===== config.mk =====
export PLATFORM = sky130hd
export DESIGN_NAME = signed_decimal_alu
export DESIGN_NICKNAME = d
export VERILOG_FILES = /design/src/rtl/core/sda_pkg.sv /design/src/rtl/core/sda_sanitize.sv /design/src/rtl/core/sda_bcd_unit.sv /design/src/rtl/core/signed_decimal_alu.sv
export VERILOG_INCLUDE_DIRS = /design/src /design/src/rtl/core
export SDC_FILE = /design/constraint.sdc
export NUM_CORES = 1
export LEC_CHECK = 0
export ABC_CLOCK_PERIOD_IN_PS = 13000
export BUFFER_PORTS_ARGS = -buffer_cell sky130_fd_sc_hd__buf_2
export CAP_MARGIN = 20
export CORE_UTILIZATION = 40
export CTS_BUF_LIST = sky130_fd_sc_hd__clkbuf_8 sky130_fd_sc_hd__clkbuf_16
export CTS_CLUSTER_DIAMETER = 100
export DETAILED_ROUTE_END_ITERATION = 16
export SYNTH_ARGS = -nofsm -noshare
export SYNTH_HDL_FRONTEND = slang
export SYNTH_SLANG_ARGS = --single-unit
export TNS_END_PERCENT = 1

===== constraint.sdc =====
create_clock -name clk -period 13 [get_ports clk]
set_input_delay 2.6 -clock clk [delete_from_list [all_inputs] [get_ports clk]]
set_output_delay 2.6 -clock clk [all_outputs]
set_load 0.01 [all_outputs]

===== src/rtl/core/signed_decimal_alu_assert.svh =====
// ----------------------------------------------------------------------------
// signed_decimal_alu assertion macros
// Immediate-consequence and next-cycle property forms on clk / rst_n.
// ----------------------------------------------------------------------------
`ifndef SIGNED_DECIMAL_ALU_ASSERT_SVH
`define SIGNED_DECIMAL_ALU_ASSERT_SVH

// consequence holds in the same cycle as the antecedent
`define SDA_ASSERT_IMP(lbl, ante, cons, msg) \
    lbl: assert property (@(posedge clk) disable iff (!rst_n) (ante) |-> (cons)) \
        else $error(msg);

// consequence holds in the cycle after the antecedent
`define SDA_ASSERT_NXT(lbl, ante, cons, msg) \
    lbl: assert property (@(posedge clk) disable iff (!rst_n) (ante) |=> (cons)) \
        else $error(msg);

`endif


===== src/rtl/core/sda_pkg.sv =====
// ----------------------------------------------------------------------------
// sda_pkg
// Shared constants, operation codes and types of the signed decimal ALU.
// ----------------------------------------------------------------------------
package sda_pkg;

    localparam int DIGITS_DEF = 16;
    localparam int BCD_W      = 64;
    localparam int MODE_W     = 3;

    localparam logic [MODE_W-1:0] MODE_ADD = 3'd0;
    localparam logic [MODE_W-1:0] MODE_SUB = 3'd1;
    localparam logic [MODE_W-1:0] MODE_MUL = 3'd2;
    localparam logic [MODE_W-1:0] MODE_DIV = 3'd3;
    localparam logic [MODE_W-1:0] MODE_CMP = 3'd4;

    typedef struct packed {
        logic sub;
    } unit_ctrl_t;

endpackage


===== src/rtl/core/sda_sanitize.sv =====
// ----------------------------------------------------------------------------
// sda_sanitize
// Keep the low DIGITS nibbles of a packed BCD word, clamping invalid digits to 9.
// ----------------------------------------------------------------------------
module sda_sanitize #(
    parameter int DIGITS = sda_pkg::DIGITS_DEF
) (
    input  logic [sda_pkg::BCD_W-1:0] raw,
    output logic [4*DIGITS-1:0]       mag
);

    for (genvar k = 0; k < DIGITS; k++)
    begin : g_digit
        assign mag[4*k +: 4] = (raw[4*k +: 4] > 4'd9) ? 4'd9 : raw[4*k +: 4];
    end

endmodule


===== src/rtl/core/sda_bcd_unit.sv =====
// ----------------------------------------------------------------------------
// sda_bcd_unit
// Shared BCD adder / ten's-complement subtractor over DIGITS+1 digits.
// ----------------------------------------------------------------------------
module sda_bcd_unit #(
    parameter int DIGITS = sda_pkg::DIGITS_DEF
) (
    input  logic [4*DIGITS+3:0]       x,
    input  logic [4*DIGITS+3:0]       y,
    input  sda_pkg::unit_ctrl_t       ctrl,
    output logic [4*DIGITS+3:0]       sum,
    output logic                      cout
);

    localparam int UW = 4 * DIGITS + 4;

    logic [UW-1:0] yy;
    logic [UW-1:0] six;
    logic [UW-1:0] corr;
    logic [UW:0]   t1;
    logic [UW:0]   t2;
    logic [UW:0]   cy;

    for (genvar k = 0; k < DIGITS + 1; k++)
    begin : g_digit
        assign yy[4*k +: 4]   = ctrl.sub ? (4'd9 - y[4*k +: 4]) : y[4*k +: 4];
        assign six[4*k +: 4]  = 4'h6;
        assign corr[4*k +: 4] = cy[4*k+4] ? 4'h0 : 4'h6;
    end

    assign t1   = {1'b0, x} + {1'b0, six};
    assign t2   = t1 + {1'b0, yy} + (UW+1)'(ctrl.sub);
    assign cy   = t2 ^ t1 ^ {1'b0, yy};
    assign sum  = t2[UW-1:0] - corr;
    assign cout = t2[UW];

endmodule


===== src/rtl/core/signed_decimal_alu.sv =====
// ----------------------------------------------------------------------------
// signed_decimal_alu
// Sign-magnitude packed BCD add, subtract, multiply, divide and compare.
// ----------------------------------------------------------------------------
// One word is taken at a time; in_stall stays high until its result is loaded
// into the output register. All work runs through one shared DIGITS+1 digit BCD
// adder, one add or subtract per cycle. Add and subtract take a compare step and
// an add step, compare only the compare step. Multiply takes each digit of b from
// the top, shifts the product and adds a once per unit of that digit; divide
// shifts each digit of a into the remainder, subtracting b until it borrows.
// ----------------------------------------------------------------------------
`include "signed_decimal_alu_assert.svh"

module signed_decimal_alu #(
    parameter int DIGITS = sda_pkg::DIGITS_DEF
) (
    input  logic                        clk,
    input  logic                        rst_n,
    input  logic                        in_valid,
    output logic                        in_stall,
    input  logic [sda_pkg::MODE_W-1:0]  mode,
    input  logic                        a_negative,
    input  logic [sda_pkg::BCD_W-1:0]   a_bcd,
    input  logic                        b_negative,
    input  logic [sda_pkg::BCD_W-1:0]   b_bcd,
    output logic                        out_valid,
    input  logic                        out_stall,
    output logic                        r_negative,
    output logic [sda_pkg::BCD_W-1:0]   r_bcd,
    output logic                        is_less,
    output logic                        is_equal,
    output logic                        overflowed,
    output logic                        divide_by_zero
);

    localparam int W  = 4 * DIGITS;
    localparam int UW = W + 4;
    localparam int IW = $clog2(DIGITS);
    localparam int BW = sda_pkg::BCD_W;
    localparam logic [IW-1:0] LAST_IDX = IW'(DIGITS - 1);

    localparam logic [2:0] S_IDLE   = 3'd0;
    localparam logic [2:0] S_CMP    = 3'd1;
    localparam logic [2:0] S_ADD    = 3'd2;
    localparam logic [2:0] S_MSHIFT = 3'd3;
    localparam logic [2:0] S_MADD   = 3'd4;
    localparam logic [2:0] S_DSHIFT = 3'd5;
    localparam logic [2:0] S_DSUB   = 3'd6;
    localparam logic [2:0] S_OUT    = 3'd7;

    logic [2:0]                 state_reg, state_next;
    logic [sda_pkg::MODE_W-1:0] mode_reg, mode_next;
    logic                       sa_reg, sa_next;
    logic                       sb_reg, sb_next;
    logic [W-1:0]               ma_reg, ma_next;
    logic [W-1:0]               mb_reg, mb_next;
    logic [W-1:0]               sh_reg, sh_next;
    logic [UW-1:0]              acc_reg, acc_next;
    logic [W-1:0]               q_reg, q_next;
    logic [3:0]                 cnt_reg, cnt_next;
    logic [IW-1:0]              idx_reg, idx_next;
    logic                       ge_reg, ge_next;
    logic                       meq_reg, meq_next;
    logic                       ovf_reg, ovf_next;
    logic                       dz_reg, dz_next;
    logic                       rneg_reg, rneg_next;

    logic                       ov_reg, ov_next;
    logic                       rn_reg, rn_next;
    logic [BW-1:0]              rb_reg, rb_next;
    logic                       lt_reg, lt_next;
    logic                       eq_reg, eq_next;
    logic                       of_reg, of_next;
    logic                       z_reg, z_next;

    logic [W-1:0]               a_mag;
    logic [W-1:0]               b_mag;
    logic [UW-1:0]              ux;
    logic [UW-1:0]              uy;
    sda_pkg::unit_ctrl_t        uctrl;
    logic [UW-1:0]              usum;
    logic                       ucout;
    logic                       sbe;
    logic                       accept;
    logic                       load_out;

    sda_sanitize #(.DIGITS(DIGITS)) u_san_a (.raw(a_bcd), .mag(a_mag));
    sda_sanitize #(.DIGITS(DIGITS)) u_san_b (.raw(b_bcd), .mag(b_mag));

    sda_bcd_unit #(.DIGITS(DIGITS)) u_unit (
        .x    (ux),
        .y    (uy),
        .ctrl (uctrl),
        .sum  (usum),
        .cout (ucout)
    );

    assign in_stall = (state_reg != S_IDLE);
    assign accept   = in_valid && !in_stall;
    assign load_out = (state_reg == S_OUT) && (!ov_reg || !out_stall);
    assign sbe      = (mode_reg == sda_pkg::MODE_SUB) ? ((mb_reg != '0) && !sb_reg) : sb_reg;

    always_comb
    begin
        ux        = {4'h0, ma_reg};
        uy        = {4'h0, mb_reg};
        uctrl.sub = 1'b1;
        unique case (state_reg)
            S_ADD:
            begin
                if (sa_reg == sbe)
                begin
                    uctrl.sub = 1'b0;
                end
                else if (!ge_reg)
                begin
                    ux = {4'h0, mb_reg};
                    uy = {4'h0, ma_reg};
                end
            end
            S_MADD:
            begin
                ux        = acc_reg;
                uy        = {4'h0, ma_reg};
                uctrl.sub = 1'b0;
            end
            S_DSUB:
            begin
                ux = acc_reg;
            end
            default:
            begin
            end
        endcase
    end

    always_comb
    begin
        state_next = state_reg;
        mode_next  = mode_reg;
        sa_next    = sa_reg;
        sb_next    = sb_reg;
        ma_next    = ma_reg;
        mb_next    = mb_reg;
        sh_next    = sh_reg;
        acc_next   = acc_reg;
        q_next     = q_reg;
        cnt_next   = cnt_reg;
        idx_next   = idx_reg;
        ge_next    = ge_reg;
        meq_next   = meq_reg;
        ovf_next   = ovf_reg;
        dz_next    = dz_reg;
        rneg_next  = rneg_reg;
        unique case (state_reg)
            S_IDLE:
            begin
                if (accept)
                begin
                    mode_next  = mode;
                    ma_next    = a_mag;
                    mb_next    = b_mag;
                    sa_next    = a_negative && (a_mag != '0);
                    sb_next    = b_negative && (b_mag != '0);
                    ovf_next   = 1'b0;
                    dz_next    = 1'b0;
                    rneg_next  = 1'b0;
                    q_next     = '0;
                    state_next = S_CMP;
                end
            end
            S_CMP:
            begin
                ge_next  = ucout;
                meq_next = (usum == '0);
                acc_next = '0;
                idx_next = LAST_IDX;
                unique case (mode_reg)
                    sda_pkg::MODE_ADD, sda_pkg::MODE_SUB:
                    begin
                        state_next = S_ADD;
                    end
                    sda_pkg::MODE_MUL:
                    begin
                        sh_next    = mb_reg;
                        state_next = S_MSHIFT;
                    end
                    sda_pkg::MODE_DIV:
                    begin
                        sh_next = ma_reg;
                        if (mb_reg == '0)
                        begin
                            dz_next    = 1'b1;
                            state_next = S_OUT;
                        end
                        else
                        begin
                            state_next = S_DSHIFT;
                        end
                    end
                    default:
                    begin
                        state_next = S_OUT;
                    end
                endcase
            end
            S_ADD:
            begin
                q_next     = usum[W-1:0];
                ovf_next   = (sa_reg == sbe) && (usum[UW-1:W] != '0);
                rneg_next  = ((sa_reg == sbe) || ge_reg) ? sa_reg : sbe;
                state_next = S_OUT;
            end
            S_MSHIFT:
            begin
                ovf_next   = ovf_reg || (acc_reg[W-1:W-4] != 4'h0);
                acc_next   = {4'h0, acc_reg[W-5:0], 4'h0};
                cnt_next   = sh_reg[W-1:W-4];
                sh_next    = {sh_reg[W-5:0], 4'h0};
                state_next = S_MADD;
            end
            S_MADD:
            begin
                if (cnt_reg != 4'd0)
                begin
                    acc_next = {4'h0, usum[W-1:0]};
                    ovf_next = ovf_reg || (usum[UW-1:W] != '0);
                    cnt_next = cnt_reg - 4'd1;
                end
                else if (idx_reg == '0)
                begin
                    q_next     = acc_reg[W-1:0];
                    rneg_next  = sa_reg ^ sb_reg;
                    state_next = S_OUT;
                end
                else
                begin
                    idx_next   = idx_reg - IW'(1);
                    state_next = S_MSHIFT;
                end
            end
            S_DSHIFT:
            begin
                acc_next   = {acc_reg[W-1:0], sh_reg[W-1:W-4]};
                sh_next    = {sh_reg[W-5:0], 4'h0};
                cnt_next   = 4'd0;
                state_next = S_DSUB;
            end
            S_DSUB:
            begin
                if (ucout)
                begin
                    acc_next = usum;
                    cnt_next = cnt_reg + 4'd1;
                end
                else
                begin
                    q_next = {q_reg[W-5:0], cnt_reg};
                    if (idx_reg == '0)
                    begin
                        rneg_next  = sa_reg ^ sb_reg;
                        state_next = S_OUT;
                    end
                    else
                    begin
                        idx_next   = idx_reg - IW'(1);
                        state_next = S_DSHIFT;
                    end
                end
            end
            S_OUT:
            begin
                if (load_out)
                begin
                    state_next = S_IDLE;
                end
            end
            default:
            begin
                state_next = S_IDLE;
            end
        endcase
    end

    always_comb
    begin
        ov_next = ov_reg && out_stall;
        rn_next = rn_reg;
        rb_next = rb_reg;
        lt_next = lt_reg;
        eq_next = eq_reg;
        of_next = of_reg;
        z_next  = z_reg;
        if (load_out)
        begin
            ov_next = 1'b1;
            rn_next = rneg_reg && (q_reg != '0);
            rb_next = BW'(q_reg);
            of_next = ovf_reg;
            z_next  = dz_reg;
            eq_next = (sa_reg == sb_reg) && meq_reg;
            if (sa_reg != sb_reg)
            begin
                lt_next = sa_reg;
            end
            else if (sa_reg)
            begin
                lt_next = ge_reg && !meq_reg;
            end
            else
            begin
                lt_next = !ge_reg;
            end
        end
    end

    always_ff @(posedge clk or negedge rst_n)
    begin
        if (!rst_n)
        begin
            state_reg <= S_IDLE;
            ov_reg    <= 1'b0;
        end
        else
        begin
            state_reg <= state_next;
            ov_reg    <= ov_next;
        end
    end

    always_ff @(posedge clk)
    begin
        mode_reg <= mode_next;
        sa_reg   <= sa_next;
        sb_reg   <= sb_next;
        ma_reg   <= ma_next;
        mb_reg   <= mb_next;
        sh_reg   <= sh_next;
        acc_reg  <= acc_next;
        q_reg    <= q_next;
        cnt_reg  <= cnt_next;
        idx_reg  <= idx_next;
        ge_reg   <= ge_next;
        meq_reg  <= meq_next;
        ovf_reg  <= ovf_next;
        dz_reg   <= dz_next;
        rneg_reg <= rneg_next;
        rn_reg   <= rn_next;
        rb_reg   <= rb_next;
        lt_reg   <= lt_next;
        eq_reg   <= eq_next;
        of_reg   <= of_next;
        z_reg    <= z_next;
    end

    assign out_valid      = ov_reg;
    assign r_negative     = rn_reg;
    assign r_bcd          = rb_reg;
    assign is_less        = lt_reg;
    assign is_equal       = eq_reg;
    assign overflowed     = of_reg;
    assign divide_by_zero = z_reg;

    `SDA_ASSERT_NXT(a_accept_starts, accept, state_reg == S_CMP, "accepted word did not start")
    `SDA_ASSERT_IMP(a_neg_nonzero, out_valid && r_negative, r_bcd != '0, "negative zero result")
    `SDA_ASSERT_IMP(a_dz_clean, out_valid && divide_by_zero, (r_bcd == '0) && !overflowed,
        "divide by zero result not cleared")
    `SDA_ASSERT_IMP(a_cmp_excl, out_valid, !(is_less && is_equal), "less and equal both set")

endmodule

* Word level (Yosys, flattened, before mapping)
Index checks and enable logic that the tools add are counted.
Cells by class: bitwise logic cells 3, eq/ne operators 23, magnitude comparators 32, reductions and logical operators 53, mux-type cells 115, add/sub/neg operators 24
Operators by type and width (count):
- 64-bit two-way mux | 8
- 64-bit one-hot mux with 2 select lines | 3
- 68-bit one-hot mux with 5 select lines | 1
- 64-bit one-hot mux with 4 select lines | 1
- 64-bit nonzero test | 4
- 4-bit two-way mux | 54
- 68-bit two-way mux | 2
- 68-bit one-hot mux with 2 select lines | 1
- 4-bit > comparator, second input constant | 32
- 68-bit by 67-bit adder with 69-bit output, second input constant | 1
- 69-bit by 1-bit adder with 69-bit output | 1
- 69-bit by 68-bit adder with 69-bit output | 1
- 69-bit by 68-bit XOR with 69-bit output | 1
- 69-bit XOR | 1
- 68-bit zero test | 1
- 68-bit subtractor | 1
- 3-bit two-way mux | 22
- 64-bit zero test | 1
- 4-bit subtractor, first input constant | 16
- 3-bit one-hot mux with 8 select lines | 1
- 4-bit nonzero test | 6
- 2-bit inequality test, second input constant | 8
- 4-bit one-hot mux with 4 select lines | 1
- 1-bit two-way mux | 13
- 29 further kinds | 69
Word-level totals: output and inout bits 71, bits in registers 415, input bits 137, logic and storage cells 273

* Longest topological paths before layout
depth after elaboration 18, depth in mapped cells 50, mapped depth without buffers 44

* Modules after synthesis
A second synthesis with hierarchy kept.
Unflattened totals: cells, all modules 3129, area total of the unflattened synthesis 30910.9 µm²
Modules (own cells, without submodules):
- signed_decimal_alu | cells an instance 1502, times used 1, sequential area each 12441.9 µm², area an instance 20216.9 µm²
- sda_bcd_unit | cells an instance 1467, times used 1, sequential area each 0.0 µm², area an instance 9813.2 µm²
- sda_sanitize | cells an instance 80, times used 2, sequential area each 0.0 µm², area an instance 440.4 µm²

* Worst setup path after synthesis
Ideal clock, no wire load.
path kind register to register, start register mb_reg[0], end register q_reg[0], enable pin, cell stages (with the launch flop) 36, slack -0.791 ns, arrival time 13.209 ns, cells stage by stage edfxtp_1 -> nor4_1 -> nand4_1 -> nor4_4 -> buf_4 -> mux2i_1 -> buf_2 -> buf_2 -> buf_1 -> clkbuf_1 -> buf_1 -> buf_1 -> nor2_1 -> clkbuf_1 -> mux2_2 -> inv_1 -> ha_1 -> mux2_2 -> ha_1 -> clkbuf_1 -> nor2b_1 -> o311a_1 -> o41ai_2 -> a21oi_1 -> o211ai_1 -> a311oi_1 -> o21a_1 -> o2111a_1 -> or3_1 -> a21oi_1 -> nor2b_1 -> o21a_1 -> a31oi_1 -> xnor2_1 -> a21oi_1 -> a211oi_1
Between the ends: cells in the longest elaborated chain, start to end 12
Ends and longest elaborated chain:
- start: declaration | line signed_decimal_alu.sv:56 | logic [W-1:0] mb_reg, mb_next;
- start signal: assignment | line signed_decimal_alu.sv:337 | mb_reg <= mb_next;
- branches (longest 9 deep; another with 68-bit by 67-bit adder with 69-bit output)
- 69-bit by 1-bit adder with 69-bit output * | line sda_bcd_unit.sv:32 | assign t2 = t1 + {1'b0, yy} + (UW+1)'(ctrl.sub);
- 2-bit inequality test (no source line) *
- 5-bit AND reduction (no source line) *
- end signal: assignment | line signed_decimal_alu.sv:340 | q_reg <= q_next;
- end: declaration | line signed_decimal_alu.sv:59 | logic [W-1:0] q_reg, q_next;
Mark *: on every way between the ends. A chain may end at the register's enable or synchronous reset.

* Worst setup path in the final report
start register mb_reg[40], end register meq_reg, data pin
Between the ends: cells in the longest elaborated chain, start to end 15
Ends and longest elaborated chain:
- branches (longest 13 deep; another with 68-bit by 67-bit adder with 69-bit output)
- 68-bit subtractor * | line sda_bcd_unit.sv:34 | assign sum = t2[UW-1:0] - corr;
- 68-bit zero test * | line signed_decimal_alu.sv:175 | meq_next = (usum == '0);
- end signal: assignment | line signed_decimal_alu.sv:344 | meq_reg <= meq_next;
- end: declaration | line signed_decimal_alu.sv:63 | logic meq_reg, meq_next;
Marked as above.

==> reports/summary.txt <==
Run status: finished clean
Sequential area share after synthesis: 0.3993
Initial antenna violation count: 9
Routability congestion estimate: 1.025
# rows: 101
Fin Setup TNS: 0 ns
Max-Cap Viols: 0
Die Y: 281.1 um
Vias in the first global route: 25.85k
Synth Net Count: 3615
Levels on crit path: 41
WL per Instance: 27.32 um
Mean Syn Cell Area: 9.293 um^2
Crit path from: mb_reg[40]
P&R area growth vs syn: 12.02%
Via count: 28.37k
Synth cell types: 99
CP max stage delay: 0.72 ns
Die width: 281.1 um
Hold-fix buffers, CTS: 0
Critical Path RT: 13.47 ns
Min-delay src: dz_reg
I/O pins: 208
Max_slew headroom: 0.2348
Buf/Inv on CP: 1
Initial DRC Count: 3473
FMAX: 81.86 MHz
Die area: 79020 um^2
R2r startpoint: mb_reg[40]
Total setup buffers inserted after CTS: 0
Detailed placement HPWL: 99880 um
Worst Skew: 0.02170 ns
YS warnings: 0
Core Region: 76450 um^2
Cells on worst reg2reg path: 41
H-tree depth: 2
Pin count of the biggest net entering global routing: 87
Seq cells post-synth: 415
CTS Buf Count: 46
Cell Area, Synth: 31160 um^2
Arr. time, crit path: 12.68 ns
GRT overflow: 0
Most frequent CP cell: nor2_1
Pins Over Slew Limit: 0
Hold Path Class: flop to flop
Final min period: 12.22 ns
Final Hold Vio Count: 0
Worst-path clk slew: 0.06 ns
Worst flop-to-flop path endpoint: meq_reg
Via/cell ratio: 6.235
Endpoints failing setup: 0
CTS tree: yes
Gr usage total: 0.3096
Post-Syn Instances: 3353
Worst-margin pin slew: 1.140 ns
Worst Setup EP: meq_reg
NumNets Final: 3745
Worst-skew pair later-pin latency: 0.60 ns
# clock sinks: 415
DR pass1 iterations: 8
Port bufs: 207
Layout cells sized above 1: 0.1250
Async SR Flop Fraction: 0.009639
Post-route ant nets: 0
CTS root buf: clkbuf_16
Tcrit/Tclk final: 0.9397
Highest net fanout along the worst path: 13
CP startpoint kind: flop
Clock Path Buffers: 3
Critical path's slowest cell: nor4_1
Crit path max-delay family: compound AO/OA/AOI/OAI gates
Initial Utilization: 0.4075
Number of enable flip-flop cells after synthesis: 411
Total wire length: 124300 um
First-pass GRT wire length: 178900 um
DRC viols: 0
RSZ-0062 raised after global routing: no
PostCTS Resize Cnt: 0
R2R Setup Slk: 0.78 ns
Setup CP Type: flop to flop
Post-synth top flop: edfxtp_1
Largest register FFs: 68
CP endpoint kind: flop
[per-stage QoR]
stage,utilization,cells,hold slack [ns],area [um^2],setup slack (ns)
final,0.4565,4550,0.4348,34900,0.7834
after global routing,0.4565,4549,0.4383,34900,0.2380
after CTS,0.4565,4549,0.4348,34900,1.001
after detailed placement,0.4361,4465,0.4201,33340,1.058
after global placement,0.4361,4465,0.4197,33340,0.9131
after floorplan,-,3353,0.4003,31160,1.428
[cell families (layout without fill, tap and decap cells)]
family / Yosys count / count (layout) / synth area share
buffers and inverters: 267 / 433 / 0.03281
other: 0 / 1 / 0
xor gates and xnor gates: 226 / 226 / 0.06353
adders and majority gates: 125 / 125 / 0.05092
muxes: 202 / 202 / 0.06650
AOI/OAI and AO/OA: 1008 / 1008 / 0.2125
DFF: 415 / 415 / 0.3993
and+or+nand+nor: 1110 / 1110 / 0.1744
[metal layers]
metal  vias up  wire length [um]  track usage
met2      1533             54400       0.4789
met3       197             11130      0.04298
met4         0              4643       0.1012
li1      12860                 -            -
met5         -                 0            0
met1     13780             54150       0.4423
[cells in the mapped netlist, types with 53 or more instances]
master / count / area share
a21oi_1: 259 / 0.042
a22o_1: 66 / 0.019
a22oi_1: 53 / 0.013
clkbuf_1: 152 / 0.018
edfxtp_1: 411 / 0.40
ha_1: 122 / 0.049
inv_1: 82 / 0.0099
mux2i_1: 162 / 0.052
nand2_1: 305 / 0.037
nor2_1: 292 / 0.035
nor2b_1: 91 / 0.018
nor3_1: 61 / 0.0098
nor4_1: 82 / 0.016
o21ai_0: 267 / 0.043
xnor2_1: 148 / 0.042
xor2_1: 78 / 0.022
[cell usage in the layout, fill, tap and decap left out, types with 15 or more instances in the layout]
cell type | synthesis | final
and3_1 | 25 | 23
nand4_1 | 34 | 34
o21ai_0 | 267 | 267
a21boi_0 | 15 | 15
o22ai_1 | 21 | 21
nor4_1 | 82 | 82
or2_2 | 22 | 22
clkbuf_16 | 0 | 47
ha_1 | 122 | 122
nor2_1 | 292 | 289
nand2b_1 | 51 | 51
a31oi_1 | 23 | 23
or3_1 | 16 | 16
xor2_1 | 78 | 78
o21bai_1 | 32 | 32
o21a_1 | 22 | 22
a211oi_1 | 16 | 15
a22o_1 | 66 | 66
o211ai_1 | 24 | 24
inv_1 | 82 | 89
mux2i_1 | 162 | 161
mux2_2 | 40 | 40
nor3_1 | 61 | 60
buf_4 | 1 | 56
nor2b_1 | 91 | 90
and2_1 | 30 | 29
a22oi_1 | 53 | 53
a21o_1 | 47 | 47
a21oi_1 | 259 | 256
xnor2_1 | 148 | 148
buf_2 | 7 | 207
nand2_1 | 305 | 305
edfxtp_1 | 411 | 411
nand3_1 | 48 | 48
[layout make-up]
cell class	instances	area [um^2]
Antenna cell	1	2.502
Clock buffer	47	1176
Clock inverter	37	385.4
Fill cell	7407	41550
Inverter	84	315.3
Multi-Input combinational cell	2671	17790
Sequential cell	415	12450
Tap cell	1030	1289
Timing Repair Buffer	265	1496
[worst min-delay path by stage]
stage                                end  cells past startpoint  slack (ns)
after floorplan           divide_by_zero                      0        0.40
after global placement    divide_by_zero                      0        0.42
after detailed placement  divide_by_zero                      0        0.42
after CTS                 divide_by_zero                      0        0.43
after global routing      divide_by_zero                      0        0.44
final                     divide_by_zero                      0        0.43
Power is left out: the tool's default activity adds up to more than one toggle a clock period on the data nets, which glitch-free logic cannot reach.
